### src/kti_pkg.sv
// Shared types and constants for the keyframe track interpolator.
package kti_pkg;

  localparam int unsigned MaxKeysDef = 32;
  localparam int unsigned TimeW = 24;
  localparam int unsigned ValW = 32;
  localparam int unsigned CntW = 6;

  typedef enum logic [2:0] {
    OpInterp = 3'd0,
    OpSet    = 3'd1,
    OpAdd    = 3'd2,
    OpRemove = 3'd3,
    OpClear  = 3'd4,
    OpMove   = 3'd5,
    OpGet    = 3'd6,
    OpNone   = 3'd7
  } op_e;

  typedef enum logic [1:0] {
    StOk     = 2'd0,
    StAbsent = 2'd1,
    StFull   = 2'd2
  } status_e;

  // Per-cell match flags and the values it sees.
  typedef struct packed {
    logic             valid;
    logic             eq;
    logic             le;
    logic [TimeW-1:0] t;
    logic [ValW-1:0]  v;
  } cell_view_t;

  // Shift command broadcast to all cells.
  typedef struct packed {
    logic             ins;
    logic             del;
    logic             wr;
    logic [TimeW-1:0] t;
    logic [ValW-1:0]  v;
  } cell_cmd_t;

endpackage

### src/kti_cell.sv
// One keyframe slot of the sorted chain; shifts with its neighbors.
module kti_cell import kti_pkg::*; (
  input  logic             clk_i,
  input  logic             valid_i,
  input  logic             at_pos_i,
  input  logic             after_pos_i,
  input  cell_cmd_t        cmd_i,
  input  logic [TimeW-1:0] prev_t_i,
  input  logic [ValW-1:0]  prev_v_i,
  input  logic [TimeW-1:0] next_t_i,
  input  logic [ValW-1:0]  next_v_i,
  input  logic [TimeW-1:0] probe_i,
  output cell_view_t       view_o
);

  logic [TimeW-1:0] t_q;
  logic [ValW-1:0]  v_q;

  always_ff @(posedge clk_i) begin
    if (cmd_i.ins && at_pos_i) begin
      t_q <= cmd_i.t;
      v_q <= cmd_i.v;
    end else if (cmd_i.ins && after_pos_i) begin
      t_q <= prev_t_i;
      v_q <= prev_v_i;
    end else if (cmd_i.del && (at_pos_i || after_pos_i)) begin
      t_q <= next_t_i;
      v_q <= next_v_i;
    end else if (cmd_i.wr && at_pos_i) begin
      v_q <= cmd_i.v;
    end
  end

  assign view_o.valid = valid_i;
  assign view_o.eq    = valid_i && (t_q == probe_i);
  assign view_o.le    = valid_i && (t_q <= probe_i);
  assign view_o.t     = t_q;
  assign view_o.v     = v_q;

endmodule

### config.mk
export PLATFORM = sky130hd
export DESIGN_NAME = kti_cell
export DESIGN_NICKNAME = d
export VERILOG_FILES = /design/src/kti_pkg.sv /design/src/kti_cell.sv
export SDC_FILE = /design/constraint.sdc
export NUM_CORES = 1
export LEC_CHECK = 0
export ABC_AREA = 1
export BUFFER_PORTS_ARGS = -buffer_cell sky130_fd_sc_hd__buf_2
export CAP_MARGIN = 15
export CELL_PAD_IN_SITES_DETAIL_PLACEMENT = 0
export CELL_PAD_IN_SITES_GLOBAL_PLACEMENT = 2
export CORE_UTILIZATION = 20
export DETAILED_ROUTE_END_ITERATION = 8
export PLACE_DENSITY = 0.87
export REMOVE_ABC_BUFFERS = 1
export SLEW_MARGIN = 15
export SYNTH_ARGS = -nofsm -noshare
export SYNTH_HDL_FRONTEND = slang
export SYNTH_SLANG_ARGS = --single-unit
### constraint.sdc
create_clock -name clk_i -period 1.8 [get_ports clk_i]
set_input_delay 0.18 -clock clk_i [delete_from_list [all_inputs] [get_ports clk_i]]
set_output_delay 0.18 -clock clk_i [all_outputs]
set_load 0.005 [all_outputs]
==> reports/qor.csv, run 1 <==
metric,value,unit
slowest_delay,0.44,ns
cts-buffers-inserted,5,
sw_frac_of_total,29.3,%
fin_util,31.1,%
outcome,"complete, but fails checks",
p_leak,2.76,nW
hold_class,input port to flip-flop,
die-width,134,µm
cts.sinks,56,
ys_seq_area_share,48.0,%
grt_pass1_wl,19500,µm
dp_hpwl,10100,µm
crit_chain,"ha_4, nand2_2, nor2_2, nand4_1, nor2_2, nand2_1, nand3_2, nand2_1, buf_2",
crit_cells,9,
die_y,134,µm
root_buffer,clkbuf_16,
p_seq_share,45.8,%
finalPower,3.85,mW
crit_slowest_cell,edfxtp_1,
arrival,1.75,ns
comb_power_share,28.4,%
yosysUniqueCellTypes,20,
power.net_switching,1.13,mW
netlist_area,3500,µm²
worst_setup_path_start_kind,flip-flop,
syn_inst,431,
ant_nets,0,
hold_viol,0,
failed_checks,negative setup slack,
p_int,2.72,mW
pin_count,258,
clkPwrFrac,25.8,%
wl_per_cell,13.9,µm
place_congestion,0.751,
critPathKind,flip-flop to output port,
vias_per_cell,4.23,
via_count,3875,
drtIter0Drc,130,
p_per_area,721,nW/µm²
setup-violations-final,2,
max_cap_viol_count,0,
worstSetupEndpointType,output port,
area_delta_synth_final,52.4,%
clk_pin_slew,0.07,ns
setup_tns,-0.223,ns
grt_setup_unrepaired,yes,
grt_usage,14.1,%
cts_max_level,2,
fin_nets,913,
grt_max_degree,50,
setup_slack,-0.134,ns
cts_buffer_depth,2,
placed_cells,906,
yosys_warnings,0,
path_max_fanout,2,
postCtsHoldBufs,0,
drc,0,
syn_avg_cell_area,8.12,µm²
path_delay_family,simple AND/OR/NAND/NOR gates,
ys_ff_latch,56,
finalCritPeriodShare,107,%
num_antenna_cells,0,
slew_headroom,37.9,%
dieArea,18000,µm²
initial_core_util,20.4,%
min_period,1.93,ns
layout_common_cells,"257 x buf_2, 146 x nand2_1, 63 x nand3_1, 56 x edfxtp_1, 37 x inv_1",
firstDrtPassIters,4,
endpoint,view_o[56],
antenna_found_initial,0,
cp_num_buf_inv,1,
fmax,0.517,GHz
cp_data_required_time,1.62,ns
final_common_cell,buf_2,
fill_cells,1908,
drive_gt1_share,42.8,%
grt_pass1_vias,3906,
startpoint,t_q[13]$_DFFE_PP_,
tightest_slew,0.931,ns
cts_tree,yes,
wl,12700,µm
stdcell_count,916,
slew_viol_final,0,
overflow,0,
vdd_drop_max,337,µV
num_rows,48,
preCtsSetupSlack,0.0549,ns
design.core.area,17200,µm²
port_buffers,257,
## flip-flops by register name (all words and copies together) (netlist names)
register  flops
v_q          32
t_q          24
## per-layer routing
layer / global-route usage, % / share of wire (%)
met5: 0 / 0
met4: 4.81 / 1.6
met3: 5.03 / 9.7
met2: 25.1 / 48
met1: 15.3 / 41
## cell families after synthesis
family,count (synthesis),synth area share (%)
simple gates,253,29.7
buf+inv,61,7.15
flops,56,48.0
compound gates,37,6.50
fa+ha+maj,24,8.58
## cell type report
cell class | instances | area (µm²) | area share [%]
Multi-Input combinational cell | 314 | 1640 | 30.7
Timing Repair Buffer | 274 | 1450 | 27.2
Clock inverter | 1 | 3.75 | 0.0704
Sequential cell | 56 | 1680 | 31.5
Tap cell | 225 | 282 | 5.28
Clock buffer | 7 | 133 | 2.49
Inverter | 39 | 146 | 2.74
## metrics by stage
stage / area [µm²] / hold slack, ns
2_1_floorplan: 3400 / 0.360
3_3_place_gp: 5120 / 0.462
3_5_place_dp: 5120 / 0.461
4_1_cts: 5300 / 0.135
5_1_grt: 5340 / 0.151
6_report: 5340 / 0.147
## synth_stat cells (all sizes together)
cell type / count / area (µm²)
clkbuf: 13 / 48.8
a31oi: 24 / 150
edfxtp: 56 / 1680
a22oi: 1 / 7.51
nor3: 1 / 5.00
o21ai: 1 / 5.00
nand4: 2 / 12.5
nand3: 64 / 320
ha: 24 / 300
o21a: 1 / 7.51
inv: 39 / 146
nand2: 151 / 572
a21o: 2 / 15.0
a21oi: 7 / 35.0
nor2: 35 / 131
o21bai: 1 / 7.51
buf: 9 / 55.1
## worst min-delay path by stage
stage,cells past startpoint,start,slack (ns),endpoint
CTS,3,cmd_i[15],0.14,v_q[15]$_DFFE_PP_
global route,3,cmd_i[15],0.15,v_q[15]$_DFFE_PP_
detailed placement,3,cmd_i[29],0.46,v_q[29]$_DFFE_PP_
floorplan,0,valid_i,0.36,view_o[58]
finish,3,cmd_i[29],0.15,v_q[29]$_DFFE_PP_
global placement,3,cmd_i[1],0.46,v_q[1]$_DFFE_PP_
## power groups by stage
stage               clock (mW)  combinational (mW)  sequential (mW)
floorplan                    0               0.414             1.81
global placement             0                1.09             1.77
detailed placement           0                1.08             1.78
CTS                       1.05                1.10             1.76
global route              1.08                1.25             1.79
finish                   0.994                1.09             1.76
## timing repair
item | CTS | global route
resized for setup | 5 | 6
pin swaps | 3 | 6
endpoints found under the setup margin | 2 | 2
cloned | 0 | 0
setup buffers | 2 | 0
(Power assumes the default switching activity.)
==> inputs of run 2 (changes only) <==
--- a/config.mk
+++ b/config.mk
@@ -13,6 +13,7 @@
 export CORE_UTILIZATION = 20
 export DETAILED_ROUTE_END_ITERATION = 8
 export PLACE_DENSITY = 0.87
+export RECOVER_POWER = 50
 export REMOVE_ABC_BUFFERS = 1
 export SLEW_MARGIN = 15
 export SYNTH_ARGS = -nofsm -noshare
==> reports/qor.csv, run 2 (synthesis gave the netlist of run 1 again) <==
metric,value,unit,change
hold_depth,3,,unchanged
drc,0,,unchanged
pin_count,258,,unchanged
place_congestion,0.751,,unchanged
initial_core_util,20.4,%,unchanged
grt_pass1_vias,3906,,unchanged
crit_chain,"ha_4, nand2_2, nor2_2, nand4_1, nor2_2, nand2_1, nand3_2, nand2_1, buf_2",,unchanged
critPathKind,flip-flop to output port,,unchanged
fin_hold_ws,0.148,ns,was 0.147 ns
cts-buffers-inserted,5,,unchanged
finalCritPeriodShare,107,%,about the same
hold_viol,0,,unchanged
grt_max_degree,50,,unchanged
fin_nets,913,,unchanged
postCtsHoldBufs,0,,unchanged
max_cap_viol_count,0,,unchanged
hold_class,input port to flip-flop,,unchanged
clk_pin_slew,0.07,ns,about the same
cts.sinks,56,,unchanged
overflow,0,,unchanged
slew_headroom,38.2,%,was 37.9%
final_common_cell,buf_2,,unchanged
p_per_area,724,nW/µm²,was 721 nW/µm²
die-width,134,µm,unchanged
grt_usage,14.1,%,unchanged
cts_max_level,2,,unchanged
vias_per_cell,4.23,,about the same
root_buffer,clkbuf_16,,unchanged
preCtsSetupSlack,0.0549,ns,unchanged
grt_pass1_wl,19500,µm,unchanged
stdcell_area,5270,µm²,was 5340 µm²
slew_viol_final,0,,unchanged
tightest_slew,0.927,ns,was 0.931 ns
ant_nets,0,,unchanged
arrival,1.75,ns,about the same
crit_slowest_cell,edfxtp_1,,unchanged
outcome,"complete, but fails checks",,unchanged
die_y,134,µm,unchanged
setup_slack,-0.134,ns,about the same
cts_buffer_depth,2,,unchanged
setup_tns,-0.223,ns,about the same
num_rows,48,,unchanged
dp_hpwl,10100,µm,unchanged
via_count,3876,,was 3875
largest_reg_flops,32,,unchanged
grt_setup_unrepaired,yes,,unchanged
setup-violations-final,2,,unchanged
num_antenna_cells,0,,unchanged
place_area,5120,µm²,unchanged
layout_common_cells,"213 x buf_2, 147 x nand2_1, 63 x nand3_1, 56 x edfxtp_1, 47 x clkbuf_1",,"was 257 x buf_2, 146 x nand2_1, 63 x nand3_1, 56 x edfxtp_1, 37 x inv_1"
design.core.area,17200,µm²,unchanged
drtIter0Drc,126,,was 130
dieArea,18000,µm²,unchanged
cp_data_required_time,1.62,ns,about the same
vdd_drop_max,340,µV,was 337 µV
p_leak,2.63,nW,was 2.76 nW
biggestRegsByFlops,"v_q: 32 flops, t_q: 24 flops",,unchanged
cts_tree,yes,,unchanged
slowest_delay,0.44,ns,about the same
area_delta_synth_final,50.6,%,was 52.4%
worst_setup_path_start_kind,flip-flop,,unchanged
drive_gt1_share,36.2,%,was 42.8%
fill_cells,1927,,was 1908
firstDrtPassIters,5,,was 4
min_period,1.93,ns,about the same
worstSetupEndpointType,output port,,unchanged
wl_per_cell,13.9,µm,about the same
antenna_found_initial,0,,unchanged
wl,12700,µm,about the same
fmax,0.517,GHz,about the same
port_buffers,257,,unchanged
path_max_fanout,2,,unchanged
top_register,v_q,,unchanged
failed_checks,negative setup slack,,unchanged
## run 2: cell types whose count changed in the layout (fill, tap and decap cells not counted), sizes merged
cell    delta
buf       -46
clkbuf    +46
## run 2: path summary, 6_finish.rpt
check                      endpoint  slack [ns]               from
setup / recovery         view_o[56]       -0.13  t_q[13]$_DFFE_PP_
hold / removal    v_q[29]$_DFFE_PP_        0.15          cmd_i[29]
## run 2: layout make-up
cell class | count | area [µm²] | area share, %
Sequential cell | 56 | 1680 | 31.9
Multi-Input combinational cell | 314 | 1640 | 31.0
Timing Repair Buffer | 274 | 1390 | 26.4
Tap cell | 225 | 282 | 5.34
Inverter | 39 | 146 | 2.78
Clock buffer | 7 | 133 | 2.52
Clock inverter | 1 | 3.75 | 0.0712
## run 2: where the power goes
part           leakage, nW  total [mW]  internal [mW]  switching, mW
combinational         1.99        1.05          0.482          0.570
sequential           0.572        1.77           1.68         0.0837
clock               0.0655       0.995          0.516          0.480
total                 2.63        3.82           2.68           1.13
## run 2: through the flow
step / cells / util (%) / power [mW]
floorplan: 409 / - / 2.22
global placement: 906 / 29.8 / 2.86
detailed placement: 906 / 29.8 / 2.86
CTS: 916 / 30.8 / 3.91
global route: 916 / 30.7 / 4.07
finish: 916 / 30.7 / 3.82
## run 2: timing repair
item | 4_1_cts | 5_1_grt
resized for setup | 5 | 6
setup buffers | 2 | 0
pin swaps | 3 | 6
setup endpoints to repair | 2 | 2
## run 2: routing by layer
metal  up-vias  track usage, %  wire length (µm)
met4         0            4.81               199
met2       195            25.1              6090
met5         -               0                 0
met3        12            5.03              1270
li1       1966               -                 -
met1      1703            15.3              5170
## run 2: critical path: cells and delay by family (launching register included)
kind,cells,cell delay [ns]
buf+inv,1,0.12
simple gates,7,0.59
flops,1,0.44
fa+ha+maj,1,0.30
