==> src/kti_pkg.sv <==
// Shared types and constants for the keyframe track interpolator.
package kti_pkg;

  localparam int unsigned MaxKeysDef = 32;
  localparam int unsigned TimeW = 24;
  localparam int unsigned ValW = 32;
  localparam int unsigned CntW = 6;

  typedef enum logic [2:0] {
    OpInterp = 3'd0,
    OpSet    = 3'd1,
    OpAdd    = 3'd2,
    OpRemove = 3'd3,
    OpClear  = 3'd4,
    OpMove   = 3'd5,
    OpGet    = 3'd6,
    OpNone   = 3'd7
  } op_e;

  typedef enum logic [1:0] {
    StOk     = 2'd0,
    StAbsent = 2'd1,
    StFull   = 2'd2
  } status_e;

  // Per-cell match flags and the values it sees.
  typedef struct packed {
    logic             valid;
    logic             eq;
    logic             le;
    logic [TimeW-1:0] t;
    logic [ValW-1:0]  v;
  } cell_view_t;

  // Shift command broadcast to all cells.
  typedef struct packed {
    logic             ins;
    logic             del;
    logic             wr;
    logic [TimeW-1:0] t;
    logic [ValW-1:0]  v;
  } cell_cmd_t;

endpackage

==> src/kti_div.sv <==
// Signed restoring divider, one quotient bit per cycle, truncating toward zero.
module kti_div import kti_pkg::*; (
  input  logic                  clk_i,
  input  logic                  rst_ni,
  input  logic                  start_i,
  input  logic signed [63:0]    num_i,
  input  logic [TimeW-1:0]      den_i,
  output logic                  done_o,
  output logic signed [63:0]    quo_o
);

  logic [63:0]      rem_q, quo_q;
  logic [TimeW-1:0] den_q;
  logic             neg_q, busy_q;
  logic [6:0]       cnt_q;
  logic [64:0]      trial;
  logic [64:0]      shifted;

  assign shifted = {rem_q, quo_q[63]};
  assign trial   = shifted - {41'd0, den_q};

  always_ff @(posedge clk_i or negedge rst_ni) begin
    if (!rst_ni) begin
      busy_q <= 1'b0;
      done_o <= 1'b0;
      cnt_q  <= '0;
    end else begin
      done_o <= 1'b0;
      if (start_i) begin
        busy_q <= 1'b1;
        cnt_q  <= 7'd64;
        neg_q  <= num_i[63];
        quo_q  <= num_i[63] ? 64'(-num_i) : 64'(num_i);
        rem_q  <= '0;
        den_q  <= den_i;
      end else if (busy_q) begin
        if (!trial[64]) begin
          rem_q <= trial[63:0];
          quo_q <= {quo_q[62:0], 1'b1};
        end else begin
          rem_q <= shifted[63:0];
          quo_q <= {quo_q[62:0], 1'b0};
        end
        cnt_q <= cnt_q - 7'd1;
        if (cnt_q == 7'd1) begin
          busy_q <= 1'b0;
          done_o <= 1'b1;
        end
      end
    end
  end

  assign quo_o = neg_q ? -$signed(quo_q) : $signed(quo_q);

endmodule

==> config.mk <==
export PLATFORM = sky130hd
export DESIGN_NAME = kti_div
export DESIGN_NICKNAME = d
export VERILOG_FILES = /design/src/kti_pkg.sv /design/src/kti_div.sv
export SDC_FILE = /design/constraint.sdc
export NUM_CORES = 1
export LEC_CHECK = 0
export BUFFER_PORTS_ARGS = -buffer_cell sky130_fd_sc_hd__clkbuf_2
export CORE_MARGIN = 2
export CORE_UTILIZATION = 55
export DETAILED_ROUTE_END_ITERATION = 10
export PLACE_DENSITY = 0.77
export SLEW_MARGIN = 20
export SYNTH_ARGS = -nofsm -noshare
export SYNTH_HDL_FRONTEND = slang
export SYNTH_SLANG_ARGS = --single-unit
export TNS_END_PERCENT = 20
==> constraint.sdc <==
create_clock -name clk_i -period 10 [get_ports clk_i]
set_clock_uncertainty 0.1 [all_clocks]
set_input_delay 0.5 -clock clk_i [delete_from_list [all_inputs] [get_ports clk_i]]
set_output_delay 0.5 -clock clk_i [all_outputs]
set_load 0.05 [all_outputs]
==> flow_summary.ini, run 1 <==
[logic_synthesis]
synth_edf_count = 153
yosysWarnings = 0
synth_area_leaders = edfxtp_1 (39%), xnor2_1 (7.3%), xor2_1 (5.8%)
synth_seq_cells = 162
ys_seq_area_frac = 0.407
synth_area_um2 = 11800
netlist_instances = 1311
synthesis.nets = 1431
synth_ff_type = edfxtp_1
synth-async-reset-ratio = 0.0556
yosysTopAreaCellShare = 0.388
yosysTopAreaCell = edfxtp_1
syn_area_per_cell_um2 = 9.03
yosys.cell_types.count = 62

[critical_path]
ff2ff_path_depth = 12
cp_max_fo = 6
max_stage_delay_ns = 0.66
path_cells = or3_1 -> or3_1 -> or4_1 -> or3_1 -> or3_1 -> or4_1 -> o31ai_1 -> xnor2_1 -> clkbuf_2
cp_top_family = simple AND/OR/NAND/NOR gates
worstSetupPathDepth = 9
slowest_stage = or4_1
end_kind = output pin
path_class = register to output pin
cp.arrival_ns = 4.28
path_buf_inv = 1
startpoint_type = register
cp_common_cell = or3_1
critical_path_required_ns = 9.40

[status]
status = complete, no violations

[cts]
h-tree-depth = 4
cts_buffers = 17
cts_tree = yes
cts_setup_buffers = 0
worstSkewPairLatency_ns = 0.43
clock_tree.root_cell = clkbuf_16
cts.sinks = 162
cts_buffer_depth = 2
post_cts_resized = 0
path_clk_slew_ns = 0.07
hold_buffers = 0

[route]
drt_iter0_drc = 831
wl_mm = 28.9
postRouteAntennaNets = 0
wl_per_cell_um = 17.0
drt_first_pass_iters = 6
remaining_drc_errors = 0
dr_total_vias = 10200
via_per_inst = 5.97

[pwr]
power.switching_mw = 0.797
power.internal_mw = 1.46
comb_power_share = 0.300
power.density_cell_area_nw_per_um2 = 169
switching_share = 0.353
seq_power_share = 0.404
ir_drop_mv = 0.135
clkPwrFrac = 0.296
p_leak_nw = 4.92

[floorplan]
initial_core_util = 0.562
row_count = 53
die_y_um = 151
die_area_um2 = 22700
num_io_pins = 156
die_x_um = 151
core_um2 = 21100

[sta]
worst_pin_slew_ns = 1.09
setup_viol = 0
min_period_over_period = 0.488
worst_slack_ns = 5.12
drv_slew = 0
post-route-min-period_ns = 4.88
slew_headroom = 0.276
fin_tns_setup_ns = 0
hold_violations = 0
max_freq_mhz = 205
rsz0062_at_grt = no

[flow_run]
maxCapViolCount = 0

[worst_hold_path]
holdPathStages = 1
hold_path_class = input pin to register

[cells_and_area]
area_growth_pct = 12.4
layout.nets = 1533
nFillCells = 1853
postLayoutCellArea_um2 = 13300
diodes = 0
fin_cells = 1701
finish.utilization = 0.631
final_common_cell = nor2_1
drive_gt1_frac = 0.156
regArea_um2 = 4820
final_cell_mix = nor2_1 (173), edfxtp_1 (153), clkbuf_2 (152)
multi_input_area_um2 = 6580

[global_route]
grt_antenna_before_repair = 0
grt_usage = 0.256
grt_max_degree = 114
grt_pass1_wl_mm = 46.6
gr-total-overflow = 0
grt_pass1_vias = 9271

[place]
placed_cell_area_um2 = 12700
dp.cells = 1669
hpwl_mm = 20.6
port_buffers = 155
gp_congestion = 0.911
dp_slack_ns = 5.58
[synthesized netlist by cell type, types with 8 or more instances]
cell,number
nor2_1,174
edfxtp_1,153
nand2_1,109
xnor2_1,99
a21oi_1,98
xor2_1,79
clkbuf_1,71
o21ai_0,64
o31ai_1,44
inv_1,39
or3_1,35
a211oi_1,33
nor3_1,33
a311oi_1,29
ha_1,28
or4_1,24
nand3_1,17
nand4_1,17
nor4_1,17
nand2b_1,15
o41ai_1,14
a21o_1,10
dfrtp_1,9
or2_2,9
o21a_1,8
[power by group through the flow]
stage                     Clock [mW]  Sequential (mW)  Combinational (mW)
after detailed placement           0            0.923               0.672
after floorplan                    0            0.901               0.524
final                          0.668            0.911               0.677
after global placement             0            0.920               0.666
after CTS                      0.677            0.910               0.677
after global routing           0.702            0.921               0.742
[worst paths after layout]
kind	slack, ns	from	end
min	0.13	den_i[10]	den_q[10]
max in group asynchronous	8.70	rst_ni	busy_q
max	5.12	quo_q[39]	quo_o[59]
min reg2reg	0.43	cnt_q[6]	cnt_q[6]
min in group asynchronous	0.45	rst_ni	done_o
max reg2reg	5.57	quo_q[63]	rem_q[26]
[logic make-up (layout without fill, tap and decap cells)]
family	count (synthesis)	after routing	share of synthesized area
flip-flops	162	162	0.407
AO/OA/AOI/OAI	332	332	0.185
multiplexers	2	2	0.00169
buffers and inverters	117	232	0.0388
XOR/XNOR	178	178	0.132
AND/OR/NAND/NOR	491	491	0.205
adder cells (fa/ha/maj)	29	29	0.0313
[layer usage]
metal / track usage / part of all wire
met1: 0.363 / 0.45
met2: 0.413 / 0.47
met3: 0.0400 / 0.060
met4: 0.0678 / 0.016
met5: 0 / 0
[cell type report]
class / count / share of cell area
Clock buffer: 19 / 0.0325
Clock inverter: 13 / 0.0122
Tap cell: 275 / 0.0258
Inverter: 39 / 0.0110
Timing Repair Buffer: 161 / 0.0624
Multi-Input combinational cell: 1032 / 0.494
Sequential cell: 162 / 0.362
[flip-flops by register name (all words and copies together), names as in the netlist]
register / flops
neg_q: 1
den_q: 24
quo_q: 64
busy_q: 1
rem_q: 64
cnt_q: 7
done_o: 1
[stage by stage]
stage / power (mW) / hold WS [ns]
2_1_floorplan: 1.43 / 0.104
3_3_place_gp: 1.59 / 0.395
3_5_place_dp: 1.60 / 0.403
4_1_cts: 2.26 / 0.124
5_1_grt: 2.36 / 0.119
6_report: 2.26 / 0.135
(Power assumes the default switching activity.)
==> run 2: changes to the inputs <==
Settings changed: CORE_UTILIZATION 55 to 54, PLACE_DENSITY 0.77 to 0.78.
Clock period 10 ns to 4.4 ns, I/O delays scaled along.
==> run 2 against run 1 <==
Clock power rose by 120%; global-route usage rose by 0.23 points; combinational power up 140%; flip-flop and latch count stayed put; wire length up 3.8%; non-clock buffer count up 49; largest cell class unchanged; highest routed layer unchanged.
==> flow_summary.ini, run 2 (synthesis gave the netlist of run 1 again) <==
[worst_hold_path]
hold_path_class = input pin to register
whs_endpoint = quo_q[23]
holdPathStages = 3
min_from = num_i[23]

[critical_path]
critPathLaunch = quo_q[40]
critical_path_required_ns = 4.08
r2r-start = rem_q[10]
path_cells = or3_4 -> or3_4 -> or4_4 -> or3_4 -> or3_4 -> or4_4 -> o21ai_0 -> xnor2_1 -> clkbuf_2
startpoint_type = register
cp.arrival_ns = 4.04
ff2ff_path_depth = 9
end_kind = output pin
slowest_stage = or4_4
cp_common_cell = or3_4
cp_max_fo = 6
r2r_end = rem_q[63]
path_class = register to output pin
rrSetupSlack_ns = 0.37
max_stage_delay_ns = 0.58

[global_route]
grt_usage = 0.259
grt_pass1_wl_mm = 49.5
grt_max_degree = 90
grt_antenna_before_repair = 0
grt_pass1_vias = 10000
gr-total-overflow = 0

[floorplan]
num_io_pins = 156
die_y_um = 152
core_um2 = 21700
die_x_um = 152
initial_core_util = 0.546
row_count = 54
die_area_um2 = 23100

[sta]
slew_headroom = 0.319
rsz0062_at_grt = yes
min_period_over_period = 0.992
max_freq_mhz = 229
hold_violations = 0
worst_pin_slew_ns = 1.02
worst_slack_ns = 0.0355
drv_slew = 0
setup_viol = 0
post-route-min-period_ns = 4.36

[route]
wl_mm = 30.0
remaining_drc_errors = 0
drt_first_pass_iters = 7
dr_total_vias = 10500
postRouteAntennaNets = 0
wl_per_cell_um = 17.1
via_per_inst = 6.01
drt_iter0_drc = 909

[status]
status = complete, no violations

[pwr]
power.density_cell_area_nw_per_um2 = 373
p_leak_nw = 5.15
ir_drop_mv = 0.284

[place]
hpwl_mm = 21.1
gp_congestion = 0.903
dp.cells = 1693
dp_slack_ns = 0.229
port_buffers = 155

[cts]
worstSkewPairLatency_ns = 0.44
path_clk_slew_ns = 0.07
clock_tree.root_cell = clkbuf_16
cts.sinks = 162
cts_buffer_depth = 2
cts_tree = yes
cts_buffers = 17
h-tree-depth = 4

[cells_and_area]
diodes = 0
reg.largest.list = quo_q (64), rem_q (64), den_q (24)
final_common_cell = nor2_1
layout.nets = 1582
final_cell_mix = nor2_1 (173), edfxtp_1 (153), clkbuf_2 (143)
area_growth_pct = 16.5
drive_gt1_frac = 0.172
fin_cells = 1753

[flow_run]
maxCapViolCount = 0
==> run 2: changes by cell type in the layout (fill, tap and decap cells not counted), sizes merged <==
| cell | before | now |
|---|---|---|
| bufinv | 3 | 2 |
| inv | 39 | 42 |
| clkinv | 7 | 5 |
| buf | 9 | 32 |
| dlygate4sd3 | 0 | 25 |
| clkinvlp | 3 | 2 |
==> run 2: how the worst max path moves through the flow <==
| stage | end | cells past startpoint |
|---|---|---|
| finish | quo_o[58] | 9 |
| global route | quo_o[60] | 9 |
| CTS | quo_o[60] | 10 |
| detailed placement | quo_o[59] | 9 |
| global placement | quo_o[59] | 9 |
| floorplan | quo_o[60] | 10 |
==> run 2: worst max-delay path, delay by kind of cell (launching register included) <==
| family | cells | cell delay, ns |
|---|---|---|
| xor gates and xnor gates | 1 | 0.14 |
| and+or+nand+nor | 6 | 2.50 |
| buffers and inverters | 1 | 0.30 |
| AOI/OAI and AO/OA | 1 | 0.24 |
| DFF | 1 | 0.42 |
==> run 2: power by group <==
group | leakage, nW | total [mW] | internal [mW] | switching (mW)
logic | 3.27 | 1.60 | 0.570 | 1.03
clock network | 0.270 | 1.47 | 0.832 | 0.635
registers | 1.61 | 2.07 | 1.90 | 0.175
total | 5.15 | 5.14 | 3.30 | 1.84
==> run 2: routing by layer <==
| layer | GRT usage | share of wire |
|---|---|---|
| met2 | 0.423 | 0.48 |
| met5 | 0 | 0 |
| met4 | 0.0952 | 0.029 |
| met3 | 0.0425 | 0.056 |
| met1 | 0.349 | 0.44 |
==> run 2: repair_timing <==
action	in CTS	in global routing
setup endpoints to repair	10	14
gates cloned	0	0
hold buffers	25	0
setup buffers	0	5
pin swaps	1	4
gates resized for setup	14	11
hold endpoints to repair	25	0
==> run 2: per-stage QoR <==
| step | cell area, µm² | utilization | total power, mW | hold WS, ns | setup TNS [ns] |
|---|---|---|---|---|---|
| CTS | 13700 | 0.633 | 5.14 | 0.0788 | -0.0293 |
| detailed placement | 12900 | 0.593 | 3.64 | 0.299 | 0 |
| global route | 13800 | 0.636 | 5.38 | 0.0842 | -0.457 |
| global placement | 12900 | 0.593 | 3.61 | 0.296 | 0 |
| floorplan | 11800 | - | 3.24 | -0.176 | 0 |
| finish | 13800 | 0.636 | 5.14 | 0.0844 | 0 |
==> run 2: cell type report <==
type | count | area [µm²]
Fill cell | 1796 | 7890
Multi-Input combinational cell | 1032 | 6610
Sequential cell | 162 | 4820
Timing Repair Buffer | 210 | 1300
Clock buffer | 18 | 429
Tap cell | 280 | 350
Inverter | 39 | 146
Clock inverter | 12 | 133
